## src/sv/jvae_pkg.sv

```systemverilog
`timescale 1ns / 1ps

package jvae_pkg;

    localparam int JVAE_NUM_JOINTS = 8;

    localparam int JOINT_W    = 3;
    localparam int VEL_W      = 32;
    localparam int TICK_W     = 15;
    localparam int TAU_W      = 16;
    localparam int MUL_W      = 16;
    localparam int OPD_W      = VEL_W + 1;
    localparam int ACC_W      = 49;
    localparam int DEN_W      = TAU_W + 1;
    localparam int QUO_W      = 34;
    localparam int CFG_ADDR_W = 3;
    localparam int CFG_DATA_W = 32;

    localparam logic [TICK_W-1:0] TICK_WRAP_MS = 15'd32767;
    localparam logic [MUL_W-1:0]  MS_PER_S     = 16'd1000;
    localparam logic [TAU_W-1:0]  TAU_RESET    = 16'd10;

    typedef enum logic [0:0] {
        REG_VELOCITY_TAU = 1'b0,
        REG_ACCEL_TAU    = 1'b1
    } cfg_reg_t;

    typedef struct packed {
        logic done;
        logic saturated;
    } div_status_t;

endpackage

```

## src/sv/jvae_serial_mac.sv

```systemverilog
`timescale 1ns / 1ps

module jvae_serial_mac import jvae_pkg::*; (
    input  logic                    aclk,
    input  logic                    aresetn,
    input  logic                    start,
    input  logic [OPD_W-1:0]        op_a,
    input  logic [OPD_W-1:0]        op_b,
    input  logic [MUL_W-1:0]        mul_a,
    input  logic [MUL_W-1:0]        mul_b,
    output logic                    done,
    output logic [ACC_W-1:0]        acc
);

    localparam int CNT_W = $clog2(MUL_W);

    logic [OPD_W-1:0] a_reg;
    logic [OPD_W-1:0] b_reg;
    logic [MUL_W-1:0] ma_reg;
    logic [MUL_W-1:0] mb_reg;
    logic [ACC_W-1:0] acc_reg;
    logic [ACC_W-1:0] acc_next;
    logic [CNT_W-1:0] cnt_reg;
    logic             busy_reg;
    logic             done_reg;
    logic [ACC_W-1:0] pp_a;
    logic [ACC_W-1:0] pp_b;
    logic             last;

    // MSB-first shift-add: one multiplier bit of each product per cycle
    always_comb begin
        pp_a     = ma_reg[MUL_W-1] ? {{(ACC_W-OPD_W){a_reg[OPD_W-1]}}, a_reg} : '0;
        pp_b     = mb_reg[MUL_W-1] ? {{(ACC_W-OPD_W){b_reg[OPD_W-1]}}, b_reg} : '0;
        acc_next = {acc_reg[ACC_W-2:0], 1'b0} + pp_a + pp_b;
        last     = (cnt_reg == CNT_W'(MUL_W - 1));
    end

    always_ff @(posedge aclk) begin
        if (!aresetn) begin
            busy_reg <= 1'b0;
            done_reg <= 1'b0;
            cnt_reg  <= '0;
        end else begin
            done_reg <= 1'b0;
            if (start) begin
                busy_reg <= 1'b1;
                cnt_reg  <= '0;
            end else if (busy_reg) begin
                cnt_reg <= cnt_reg + CNT_W'(1);
                if (last) begin
                    busy_reg <= 1'b0;
                    done_reg <= 1'b1;
                end
            end
        end
    end

    always_ff @(posedge aclk) begin
        if (start) begin
            a_reg   <= op_a;
            b_reg   <= op_b;
            ma_reg  <= mul_a;
            mb_reg  <= mul_b;
            acc_reg <= '0;
        end else if (busy_reg) begin
            ma_reg  <= {ma_reg[MUL_W-2:0], 1'b0};
            mb_reg  <= {mb_reg[MUL_W-2:0], 1'b0};
            acc_reg <= acc_next;
        end
    end

    assign done = done_reg;
    assign acc  = acc_reg;

endmodule

```

## src/sv/jvae_serial_div.sv

```systemverilog
`timescale 1ns / 1ps

module jvae_serial_div import jvae_pkg::*; (
    input  logic                aclk,
    input  logic                aresetn,
    input  logic                start,
    input  logic [ACC_W-1:0]    num,
    input  logic [DEN_W-1:0]    den,
    output div_status_t         status,
    output logic [VEL_W-1:0]    result
);

    localparam int ITER  = QUO_W / 2;
    localparam int CNT_W = $clog2(ITER);
    localparam int TOP_W = ACC_W - QUO_W;

    localparam logic [QUO_W-1:0] NEG_LIMIT = QUO_W'(1) << (VEL_W - 1);
    localparam logic [VEL_W-1:0] INT_MAX   = {1'b0, {(VEL_W-1){1'b1}}};
    localparam logic [VEL_W-1:0] INT_MIN   = {1'b1, {(VEL_W-1){1'b0}}};

    logic [DEN_W-1:0] den_reg;
    logic [DEN_W-1:0] rem_reg;
    logic [QUO_W-1:0] work_reg;
    logic             neg_reg;
    logic             ovf_reg;
    logic [CNT_W-1:0] cnt_reg;
    logic             busy_reg;
    logic             fin_reg;
    logic             done_reg;
    logic             sat_reg;
    logic [VEL_W-1:0] res_reg;

    logic [ACC_W-1:0] mag;
    logic [DEN_W:0]   t1;
    logic [DEN_W:0]   t2;
    logic             ge1;
    logic             ge2;
    logic [DEN_W-1:0] r1;
    logic [DEN_W-1:0] r2;
    logic             sat_fin;
    logic [VEL_W-1:0] res_fin;

    // |num| + den/2, rounding half away from zero
    always_comb begin
        mag = (num[ACC_W-1] ? ~num : num)
            + ACC_W'({1'b0, den[DEN_W-1:1]}) + ACC_W'(num[ACC_W-1]);
    end

    // two restoring steps per cycle
    always_comb begin
        t1  = {rem_reg, work_reg[QUO_W-1]};
        ge1 = (t1 >= {1'b0, den_reg});
        r1  = ge1 ? DEN_W'(t1 - {1'b0, den_reg}) : t1[DEN_W-1:0];
        t2  = {r1, work_reg[QUO_W-2]};
        ge2 = (t2 >= {1'b0, den_reg});
        r2  = ge2 ? DEN_W'(t2 - {1'b0, den_reg}) : t2[DEN_W-1:0];
    end

    always_comb begin
        if (neg_reg) begin
            sat_fin = ovf_reg || (work_reg > NEG_LIMIT);
            res_fin = sat_fin ? INT_MIN : VEL_W'(~work_reg[VEL_W-1:0] + VEL_W'(1));
        end else begin
            sat_fin = ovf_reg || (|work_reg[QUO_W-1:VEL_W-1]);
            res_fin = sat_fin ? INT_MAX : work_reg[VEL_W-1:0];
        end
    end

    always_ff @(posedge aclk) begin
        if (!aresetn) begin
            busy_reg <= 1'b0;
            fin_reg  <= 1'b0;
            done_reg <= 1'b0;
            cnt_reg  <= '0;
        end else begin
            done_reg <= 1'b0;
            fin_reg  <= 1'b0;
            if (start) begin
                busy_reg <= 1'b1;
                cnt_reg  <= '0;
            end else if (busy_reg) begin
                cnt_reg <= cnt_reg + CNT_W'(1);
                if (cnt_reg == CNT_W'(ITER - 1)) begin
                    busy_reg <= 1'b0;
                    fin_reg  <= 1'b1;
                end
            end
            if (fin_reg) begin
                done_reg <= 1'b1;
            end
        end
    end

    always_ff @(posedge aclk) begin
        if (start) begin
            den_reg  <= den;
            neg_reg  <= num[ACC_W-1];
            rem_reg  <= DEN_W'(mag[ACC_W-1:QUO_W]);
            work_reg <= mag[QUO_W-1:0];
            ovf_reg  <= (DEN_W'(mag[ACC_W-1:ACC_W-TOP_W]) >= den);
        end else if (busy_reg) begin
            rem_reg  <= r2;
            work_reg <= {work_reg[QUO_W-3:0], ge1, ge2};
        end
        if (fin_reg) begin
            res_reg <= res_fin;
            sat_reg <= sat_fin;
        end
    end

    assign status.done      = done_reg;
    assign status.saturated = sat_reg;
    assign result           = res_reg;

endmodule

```

## src/sv/joint_velocity_accel_estimator_unit.sv

```systemverilog
// Per-joint velocity low-pass filter and filtered differentiator. Each request carries a
// joint index, a Q16.16 velocity sample and a 15-bit ms timestamp; the block returns the
// filtered velocity and filtered acceleration (Q16.16), a flag for a zero time step
// (outputs held) and a flag for a result clipped to 32 bits. Joints at or above
// NUM_JOINTS return all zeros and leave state alone. A request with a nonzero time step
// makes two passes through a bit-serial multiply-accumulate and two passes through a
// radix-4 serial divider, in the order MAC, divider, MAC, divider, with a registered
// start handoff before each pass and a final load into the output register. Zero-step
// and out-of-range requests skip the MAC and divider and go straight to the output
// register. One request is processed at a time; a finished result sits in the output
// register while the next request is taken. Time constants are written over the APB
// port at 0x0 (velocity) and 0x4 (acceleration); the user must write them only while
// the block is idle, as the block itself does not enforce this.
`timescale 1ns / 1ps

module joint_velocity_accel_estimator_unit import jvae_pkg::*; #(
    parameter int NUM_JOINTS = JVAE_NUM_JOINTS
) (
    input  logic                         aclk,
    input  logic                         aresetn,

    input  logic                         psel,
    input  logic                         penable,
    input  logic                         pwrite,
    input  logic [CFG_ADDR_W-1:0]        paddr,
    input  logic [CFG_DATA_W-1:0]        pwdata,
    output logic [CFG_DATA_W-1:0]        prdata,
    output logic                         pready,

    input  logic                         s_valid,
    output logic                         s_ready,
    input  logic [JOINT_W-1:0]           s_joint,
    input  logic signed [VEL_W-1:0]      s_velocity_sample,
    input  logic [TICK_W-1:0]            s_tick_ms,

    output logic                         m_valid,
    input  logic                         m_ready,
    output logic signed [VEL_W-1:0]      m_filtered_velocity_out,
    output logic signed [VEL_W-1:0]      m_acceleration_out,
    output logic                         m_zero_interval,
    output logic                         m_saturated
);

    localparam int DEPTH = (NUM_JOINTS < (1 << JOINT_W)) ? NUM_JOINTS : (1 << JOINT_W);
    localparam int IDX_W = (DEPTH > 1) ? $clog2(DEPTH) : 1;

    typedef enum logic [5:0] {
        ST_IDLE  = 6'b000001,
        ST_MAC_V = 6'b000010,
        ST_DIV_V = 6'b000100,
        ST_MAC_A = 6'b001000,
        ST_DIV_A = 6'b010000,
        ST_OUT   = 6'b100000
    } state_t;

    state_t state_reg;
    state_t state_next;

    logic [TAU_W-1:0]  vel_tau_reg;
    logic [TAU_W-1:0]  acc_tau_reg;
    logic [TICK_W-1:0] last_tick_reg [DEPTH];
    logic [VEL_W-1:0]  fvel_reg [DEPTH];
    logic [VEL_W-1:0]  facc_reg [DEPTH];

    logic              mac_start_reg;
    logic              div_start_reg;
    logic              m_valid_reg;

    logic [IDX_W-1:0]  idx_reg;
    logic [VEL_W-1:0]  sample_reg;
    logic [TICK_W-1:0] dt_reg;
    logic [VEL_W-1:0]  v_old_reg;
    logic [VEL_W-1:0]  a_old_reg;
    logic [OPD_W-1:0]  diff_reg;
    logic [DEN_W-1:0]  den_reg;
    logic [VEL_W-1:0]  res_vel_reg;
    logic [VEL_W-1:0]  res_acc_reg;
    logic              res_zero_reg;
    logic              res_sat_reg;
    logic [VEL_W-1:0]  m_vel_reg;
    logic [VEL_W-1:0]  m_acc_reg;
    logic              m_zero_reg;
    logic              m_sat_reg;

    logic [IDX_W-1:0]  s_idx;
    logic [TICK_W-1:0] cur_tick;
    logic [TICK_W-1:0] dt_in;
    logic              joint_ok;
    logic              in_fire;
    logic              cfg_wr;
    logic              out_load;

    logic              sel_acc;
    logic [OPD_W-1:0]  mac_op_a;
    logic [OPD_W-1:0]  mac_op_b;
    logic [MUL_W-1:0]  mac_mul_a;
    logic [MUL_W-1:0]  mac_mul_b;
    logic              mac_done;
    logic [ACC_W-1:0]  mac_acc;
    div_status_t       div_status;
    logic [VEL_W-1:0]  div_result;

    assign s_idx    = s_joint[IDX_W-1:0];
    assign cur_tick = last_tick_reg[s_idx];
    assign joint_ok = (32'(s_joint) < NUM_JOINTS);
    assign in_fire  = s_valid && s_ready;
    assign cfg_wr   = psel && penable && pwrite && pready;
    assign out_load = (state_reg == ST_OUT) && (!m_valid_reg || m_ready);

    // backwards step adds the 32767 ms wrap
    assign dt_in = (s_tick_ms < cur_tick) ? TICK_W'(s_tick_ms - cur_tick + TICK_WRAP_MS)
                                          : TICK_W'(s_tick_ms - cur_tick);

    assign pready  = 1'b1;
    assign s_ready = (state_reg == ST_IDLE);

    always_comb begin
        unique case (cfg_reg_t'(paddr[2]))
            REG_VELOCITY_TAU: prdata = CFG_DATA_W'(vel_tau_reg);
            REG_ACCEL_TAU:    prdata = CFG_DATA_W'(acc_tau_reg);
            default:          prdata = '0;
        endcase
    end

    always_comb begin
        state_next = state_reg;
        unique case (state_reg)
            ST_IDLE: begin
                if (in_fire) begin
                    state_next = (joint_ok && (dt_in != '0)) ? ST_MAC_V : ST_OUT;
                end
            end
            ST_MAC_V: begin
                if (mac_done) state_next = ST_DIV_V;
            end
            ST_DIV_V: begin
                if (div_status.done) state_next = ST_MAC_A;
            end
            ST_MAC_A: begin
                if (mac_done) state_next = ST_DIV_A;
            end
            ST_DIV_A: begin
                if (div_status.done) state_next = ST_OUT;
            end
            ST_OUT: begin
                if (out_load) state_next = ST_IDLE;
            end
            default: state_next = ST_IDLE;
        endcase
    end

    always_ff @(posedge aclk) begin
        if (!aresetn) begin
            state_reg     <= ST_IDLE;
            mac_start_reg <= 1'b0;
            div_start_reg <= 1'b0;
            m_valid_reg   <= 1'b0;
            vel_tau_reg   <= TAU_RESET;
            acc_tau_reg   <= TAU_RESET;
            for (int i = 0; i < DEPTH; i++) begin
                last_tick_reg[i] <= '0;
                fvel_reg[i]      <= '0;
                facc_reg[i]      <= '0;
            end
        end else begin
            state_reg     <= state_next;
            mac_start_reg <= (in_fire && joint_ok && (dt_in != '0))
                          || ((state_reg == ST_DIV_V) && div_status.done);
            div_start_reg <= mac_done;
            if (cfg_wr) begin
                unique case (cfg_reg_t'(paddr[2]))
                    REG_VELOCITY_TAU: vel_tau_reg <= pwdata[TAU_W-1:0];
                    REG_ACCEL_TAU:    acc_tau_reg <= pwdata[TAU_W-1:0];
                    default: ;
                endcase
            end
            if (in_fire && joint_ok) begin
                last_tick_reg[s_idx] <= s_tick_ms;
            end
            if ((state_reg == ST_DIV_A) && div_status.done) begin
                fvel_reg[idx_reg] <= res_vel_reg;
                facc_reg[idx_reg] <= div_result;
            end
            if (out_load) begin
                m_valid_reg <= 1'b1;
            end else if (m_ready) begin
                m_valid_reg <= 1'b0;
            end
        end
    end

    always_ff @(posedge aclk) begin
        if (in_fire) begin
            idx_reg      <= s_idx;
            sample_reg   <= s_velocity_sample;
            dt_reg       <= dt_in;
            v_old_reg    <= fvel_reg[s_idx];
            a_old_reg    <= facc_reg[s_idx];
            res_vel_reg  <= joint_ok ? fvel_reg[s_idx] : '0;
            res_acc_reg  <= joint_ok ? facc_reg[s_idx] : '0;
            res_zero_reg <= joint_ok && (dt_in == '0);
            res_sat_reg  <= 1'b0;
        end
        if (mac_done) begin
            den_reg <= (sel_acc ? DEN_W'(acc_tau_reg) : DEN_W'(vel_tau_reg)) + DEN_W'(dt_reg);
        end
        if ((state_reg == ST_DIV_V) && div_status.done) begin
            res_vel_reg <= div_result;
            res_sat_reg <= div_status.saturated;
            diff_reg    <= {div_result[VEL_W-1], div_result} - {v_old_reg[VEL_W-1], v_old_reg};
        end
        if ((state_reg == ST_DIV_A) && div_status.done) begin
            res_acc_reg <= div_result;
            res_sat_reg <= res_sat_reg || div_status.saturated;
        end
        if (out_load) begin
            m_vel_reg  <= res_vel_reg;
            m_acc_reg  <= res_acc_reg;
            m_zero_reg <= res_zero_reg;
            m_sat_reg  <= res_sat_reg;
        end
    end

    always_comb begin
        sel_acc   = (state_reg == ST_MAC_A);
        mac_op_a  = sel_acc ? {a_old_reg[VEL_W-1], a_old_reg} : {v_old_reg[VEL_W-1], v_old_reg};
        mac_op_b  = sel_acc ? diff_reg : {sample_reg[VEL_W-1], sample_reg};
        mac_mul_a = sel_acc ? acc_tau_reg : vel_tau_reg;
        mac_mul_b = sel_acc ? MS_PER_S : MUL_W'(dt_reg);
    end

    jvae_serial_mac u_mac (
        .aclk    (aclk),
        .aresetn (aresetn),
        .start   (mac_start_reg),
        .op_a    (mac_op_a),
        .op_b    (mac_op_b),
        .mul_a   (mac_mul_a),
        .mul_b   (mac_mul_b),
        .done    (mac_done),
        .acc     (mac_acc)
    );

    jvae_serial_div u_div (
        .aclk    (aclk),
        .aresetn (aresetn),
        .start   (div_start_reg),
        .num     (mac_acc),
        .den     (den_reg),
        .status  (div_status),
        .result  (div_result)
    );

    assign m_valid                 = m_valid_reg;
    assign m_filtered_velocity_out = m_vel_reg;
    assign m_acceleration_out      = m_acc_reg;
    assign m_zero_interval         = m_zero_reg;
    assign m_saturated             = m_sat_reg;

endmodule

```

## config.mk

```make
export PLATFORM = sky130hd
export DESIGN_NAME = joint_velocity_accel_estimator_unit
export DESIGN_NICKNAME = d
export VERILOG_FILES = /design/src/sv/jvae_pkg.sv /design/src/sv/jvae_serial_mac.sv /design/src/sv/jvae_serial_div.sv /design/src/sv/joint_velocity_accel_estimator_unit.sv
export SDC_FILE = /design/constraint.sdc
export NUM_CORES = 2
export LEC_CHECK = 0
export CORE_MARGIN = 8
export CORE_UTILIZATION = 55
export DETAILED_ROUTE_END_ITERATION = 6
export DONT_BUFFER_PORTS = 1
export PLACE_DENSITY = 0.73
export SLEW_MARGIN = 10
export SYNTH_ARGS = -nofsm -noshare
export SYNTH_HDL_FRONTEND = slang
export SYNTH_SLANG_ARGS = --single-unit
export TNS_END_PERCENT = 100
```

## constraint.sdc

```tcl
create_clock -name aclk -period 6.8 [get_ports aclk]
set_input_delay 0.34 -clock aclk [delete_from_list [all_inputs] [get_ports aclk]]
set_output_delay 0.34 -clock aclk [all_outputs]
set_load 0.005 [all_outputs]
```

# Word-level counts from Yosys, hierarchy flattened

Memories as Yosys holds them, arrays and structs flattened.
Index checks and enable logic that the tools add are counted.

Add/subtract/negate cells: 13
Reductions and logical operators: 32
Order comparisons: 5
Bitwise logic cells: 6
Muxes and demuxes: 66
Equality and inequality tests: 14

Operator list:

| cell                  | count |
|---|---|
| $mux 32               | 9 |
| $mux 49               | 3 |
| $add 49x49->49        | 2 |
| $mux 16               | 6 |
| $mux 15               | 5 |
| $mux 34               | 2 |
| $mux 33               | 2 |
| $pmux 32 s2           | 1 |
| $reduce_or 32->1      | 2 |
| $add 49x1->49         | 1 |
| $add 49x16->49        | 1 |
| $not 49->49           | 1 |
| $mux 6                | 7 |
| $ge 18x17->1          | 2 |
| $pmux 6 s6            | 1 |
| $gt 34x32->1 const B  | 1 |
| $mux 17               | 2 |
| $sub 17x17->17        | 2 |
| $sub 32x32->33        | 1 |
| $add 32x1->32 const B | 1 |
| $not 32->32           | 1 |
| $mux 1                | 25 |
| $add 16x15->17        | 1 |
| $ge 15x17->1          | 1 |
| other kinds (29)      | 56 |

Word-level logic and storage cells: 180
Bits in writable memories: 632
Input port bits: 92
Memories: 3
Output and inout port bits: 101
Flip-flop bits (word level): 601

Memory list:

| memory        | words | bits a word | read ports | clocked after Yosys merged registers in | wr ports | line                                      | source |
|---|---|---|---|---|---|---|---|
| facc_reg      | 8     | 32          | 1          | 0                                       | 8        | joint_velocity_accel_estimator_unit.sv:63 | `logic [VEL_W-1:0] facc_reg [DEPTH];` |
| fvel_reg      | 8     | 32          | 1          | 0                                       | 8        | joint_velocity_accel_estimator_unit.sv:62 | `logic [VEL_W-1:0] fvel_reg [DEPTH];` |
| last_tick_reg | 8     | 15          | 1          | 0                                       | 8        | joint_velocity_accel_estimator_unit.sv:61 | `logic [TICK_W-1:0] last_tick_reg [DEPTH];` |

# Depth between registers and ports, before layout

An unclocked memory read counts as a cell.

Depth after elaboration: 8
Mapped depth: 29

# Hierarchy

From an unflattened synthesis, not the netlist that was laid out.

Cell total of the unflattened synthesis: 5112
Area, all modules: 61685.4 um^2

Modules (own cells, without submodules):

| module                              | times used | area an instance (um^2) | cells each | sequential area each (um^2) |
|---|---|---|---|---|
| joint_velocity_accel_estimator_unit | 1          | 42732.2                 | 3214       | 28687.5 |
| jvae_serial_div                     | 1          | 9521.6                  | 1030       | 3233.1 |
| jvae_serial_mac                     | 1          | 9431.5                  | 868        | 4043.9 |

# Least setup slack after synthesis

OpenSTA, ideal clock, no wires.

Path type: reg2reg
From: reg state_reg[5]
To: mem facc_reg[7][0], enable pin
Cell stages (with the launch flop): 6
Data arrival time: 6.241 ns
Setup slack: -0.016 ns
Cells stage by stage: dfxtp_1 or4_1 nor3b_1 nand3_1 clkbuf_1 o21ai_0

RTL lines:

| what                   | line                                       | source |
|---|---|---|
| from (decl)            | joint_velocity_accel_estimator_unit.sv:56  | `state_t state_reg;` |
| from (signal assigned) | joint_velocity_accel_estimator_unit.sv:166 | `state_reg <= state_next;` |
| to (decl)              | joint_velocity_accel_estimator_unit.sv:63  |  |

# Worst setup path in the final report

From: reg u_div.work_reg[33]
To: reg u_div.rem_reg[11], data pin

Word-level cells in the longest chain between the ends: 6
Elaborated cells on any way between the ends: 8
Classes of those cells: 2 x add/sub; 2 x order compare; 4 x mux

Ends and longest elaborated chain:

| what                                           | line                                         | source |
|---|---|---|
| from (decl)                                    | jvae_serial_div.sv:23                        | `logic [QUO_W-1:0] work_reg;` |
| from (signal assigned)                         | jvae_serial_div.sv:99                        | `work_reg <= mag[QUO_W-1:0];` |
| from (signal assigned)                         | jvae_serial_div.sv:103                       | `work_reg <= {work_reg[QUO_W-3:0], ge1, ge2};` |
| $sub 17x17->17 or $ge 18x17->1 (tied branches) | jvae_serial_div.sv:53, jvae_serial_div.sv:52 |  |
| $mux 17 (*)                                    | jvae_serial_div.sv:53                        | `r1 = ge1 ? DEN_W'(t1 - {1'b0, den_reg}) : t1[DEN_W-1:0];` |
| $sub 17x17->17 or $ge 18x17->1 (tied branches) | jvae_serial_div.sv:56, jvae_serial_div.sv:55 |  |
| $mux 17 (*)                                    | jvae_serial_div.sv:56                        | `r2 = ge2 ? DEN_W'(t2 - {1'b0, den_reg}) : t2[DEN_W-1:0];` |
| $mux 15 (*)                                    | jvae_serial_div.sv:101                       | `end else if (busy_reg) begin` |
| $mux 15 (*)                                    | jvae_serial_div.sv:95                        | `if (start) begin` |
| to (signal assigned)                           | jvae_serial_div.sv:98                        | `rem_reg <= DEN_W'(mag[ACC_W-1:QUO_W]);` |
| to (signal assigned)                           | jvae_serial_div.sv:102                       | `rem_reg <= r2;` |
| to (decl)                                      | jvae_serial_div.sv:22                        | `logic [DEN_W-1:0] rem_reg;` |

Every way passes the cells marked *; elsewhere a longest branch is shown, timed or not. The select of a mux whose other input is x is not followed.
A chain may end at the register's enable or synchronous reset.

==> metrics.yaml <==
status: "finished clean"
end_kind: "flip-flop"
cts_tree: "built"
crit_type: "reg -> reg"
first_pass_iters: 6
rr_worst_depth: 25
yosysSeqAreaShare: 0.588
die_width_um: 349
swShare: 0.304
clock_latency_ps: 770
final_util: 0.613
post-route-min-period_ps: 6110
required_ps: 7280
io_pins: 193
area.growth.synth_to_final_pct: 10.7
grt_pass1_wl_um: 249000
synth_edf_count: 1126
routedWlPerCell_um: 24.5
timing.rr.end: "u_div.rem_reg[11]"
start_util: 0.553
synth_area_per_cell_sq_um: 11.8
clkTransAtPathRegs_ps: 60
p_seq_frac: 0.441
period_share: 0.898
slew_headroom: 0.180
synth.cell_area_sq_um: 61200
synth_top_area_frac: 0.553
vias_per_cell: 6.14
crit_arrival_ps: 6590
rrSetupSlack_ps: 690
fin_skew_ps: 55.2
start_kind: "flip-flop"
ys_warn_count: 0
dr_total_vias: 41593
antenna_found_initial: 4
nets: 5509
synthSimpleGateAreaFrac: 0.150
synth_compound_area_frac: 0.112
switchingPower_mw: 6.41
cts-root-buf: "clkbuf_16"
worst_slew_pin_slew_ps: 1230
powerDensity_nw_per_um2: 311
synthArstFlopShare: 0
synth_cells: 5174
ant_nets: 0
clockBufferDepth: 3
drive_gt1_frac: 0.0834
ctsHtreeMaxLevel: 4
core_area_sq_um: 111000
wl_um: 166000
tns_ps: 0
synth_top_cell_by_area: "edfxtp_1"
synth.distinct_cells: 83
cts_sinks: 1232
synthTopCellsByCount: "1126 x edfxtp_1, 512 x and2_1, 462 x nand2_1"
numPortBuffers: 0
dieArea_sq_um: 122000
nFillCells: 8497
synthTopCellsByArea: "edfxtp_1 55%, and2_1 5.2%, ha_1 3.7%"
intPower_mw: 14.7
synthAdderAreaFrac: 0.0549
timing.fmax_mhz: 164
grt_max_degree: 84
synth_mux_area_frac: 0.0301
critPathLaunch: "u_div.work_reg[33]"
power_leakage_nw: 25.8
grt_overflow: 0
min_path_type: "in -> reg"
synthFlopType: "edfxtp_1"
ys_ff_latch: 1232
hpwlAfterDp_um: 105000
synth.most_common_cell: "edfxtp_1"
drc: 0
hold_viol: 0
first_global_vias: 40086
post_cts_resized: 0
yosys.area_share.xor_xnor: 0.0294
power_frac_comb: 0.223
rsz0062_at_grt: "false"
grt_usage: 0.265
drtIter0Drc: 4633
crit_end: "u_div.rem_reg[11]"
setup_violations: 0
cap_violations: 0
synth_top_family_by_area: "simple AND/OR/NAND/NOR gates"
die_h_um: 349
rr_startpoint: "u_div.work_reg[33]"
gp_congestion: 0.959
cp_max_fo: 11
numCtsBuffers: 131
num_rows: 122
maxSlewViolCount: 0
vdd.ir_drop.worst_mv: 0.231
p_clk_frac: 0.336
## critical path: stages (launching register included)
cell and delay [ps]:
edfxtp_1 450, inv_1 90, ha_1 140, inv_1 50, fa_1 410, a21o_1 200, nand4_1 100, nand2_1 90
a211o_1 290, o221ai_1 230, a31oi_2 330, nor2_1 180, a21oi_1 100, fa_1 500, a21o_1 190, a21oi_1 330
nor2_1 80, a211o_1 360, a221o_1 380, nor3_1 170, o21a_1 160, o221ai_2 320, buf_4 310, mux2i_1 170
nand2_1 70, o21a_1 140
## power by group through the flow
stage / Combinational [mW] / Sequential (mW) / Clock (mW)
3_3_place_gp: 4.49 / 9.42 / 0
3_5_place_dp: 4.57 / 9.43 / 0
2_1_floorplan: 3.46 / 9.27 / 0
6_report: 4.71 / 9.29 / 7.09
5_1_grt: 5.19 / 9.34 / 7.45
4_1_cts: 4.65 / 9.28 / 7.14
## layout by cell type (no fill, tap or decap), types with 73 or more instances in the layout
cell,Yosys,routed
edfxtp_1,1126,1126
and2_1,512,512
nand2_1,462,459
a22oi_1,290,290
inv_1,288,286
nor2_1,233,227
a21oi_1,201,201
ha_1,182,182
and3_1,161,160
o21ai_0,154,151
xnor2_1,132,132
clkbuf_16,0,132
mux2_2,126,126
dfxtp_1,106,102
a21o_1,91,91
nand4_1,88,88
xor2_1,73,73
buf_4,17,73
## cell families (layout without fill, tap and decap cells)
family,after synthesis,after routing
AND/OR/NAND/NOR,1744,1744
flip-flops,1232,1232
AO/OA/AOI/OAI,1009,1009
buffers and inverters,578,675
adder cells (fa/ha/maj),236,236
XOR/XNOR,205,205
multiplexers,168,168
other,2,20
## timing repair
| action | CTS | global route |
|---|---|---|
| buffers inserted | 0 | 0 |
| hold buffers | 70 | 0 |
| endpoints found under the hold margin | 223 | 0 |
## stage by stage
stage | hold slack, ps | setup WS (ps) | cells | instance area [sq um] | total power [mW]
after floorplan | 400 | -16.1 | 5189 | 61200 | 12.7
after global placement | 402 | 777 | 6466 | 62800 | 13.9
after detailed placement | 405 | 795 | 6466 | 62800 | 14.0
after CTS | 17.4 | 745 | 6774 | 67700 | 21.1
after global routing | 40.2 | 351 | 6774 | 67700 | 22.0
final | 54.0 | 690 | 6777 | 67700 | 21.1
## how the worst min path moves through the flow
| stage | start | end | depth (start not counted) |
|---|---|---|---|
| 6_report | s_joint[2] | last_tick_reg[0][9] | 2 |
| 3_3_place_gp | res_zero_reg | m_zero_interval | 0 |
| 5_1_grt | s_joint[2] | last_tick_reg[0][9] | 2 |
| 2_1_floorplan | res_acc_reg[0] | m_acceleration_out[0] | 0 |
| 4_1_cts | s_joint[2] | last_tick_reg[0][9] | 2 |
| 3_5_place_dp | res_acc_reg[26] | m_acceleration_out[26] | 0 |
## cell type report
class	instances	area [sq um]	area share
Antenna cell	3	7.51	0.000111
Clock buffer	164	3440	0.0509
Clock inverter	74	792	0.0117
Tap cell	1488	1860	0.0275
Multi-Input combinational cell	3379	23200	0.343
Inverter	291	1100	0.0162
Sequential cell	1232	35900	0.531
Timing Repair Buffer	146	1310	0.0193
## metal layers
metal  wire length, um  share of wire  global-route usage  up-vias
met2             78600           0.47               0.433     1996
met3             14100          0.085              0.0413      301
li1                  -              -                   -    18943
met1             68400           0.41               0.365    20353
met5                 0              0                   0        -
met4              5220          0.031              0.0878        0
No activity file was read; power rests on OpenSTA's default activity.
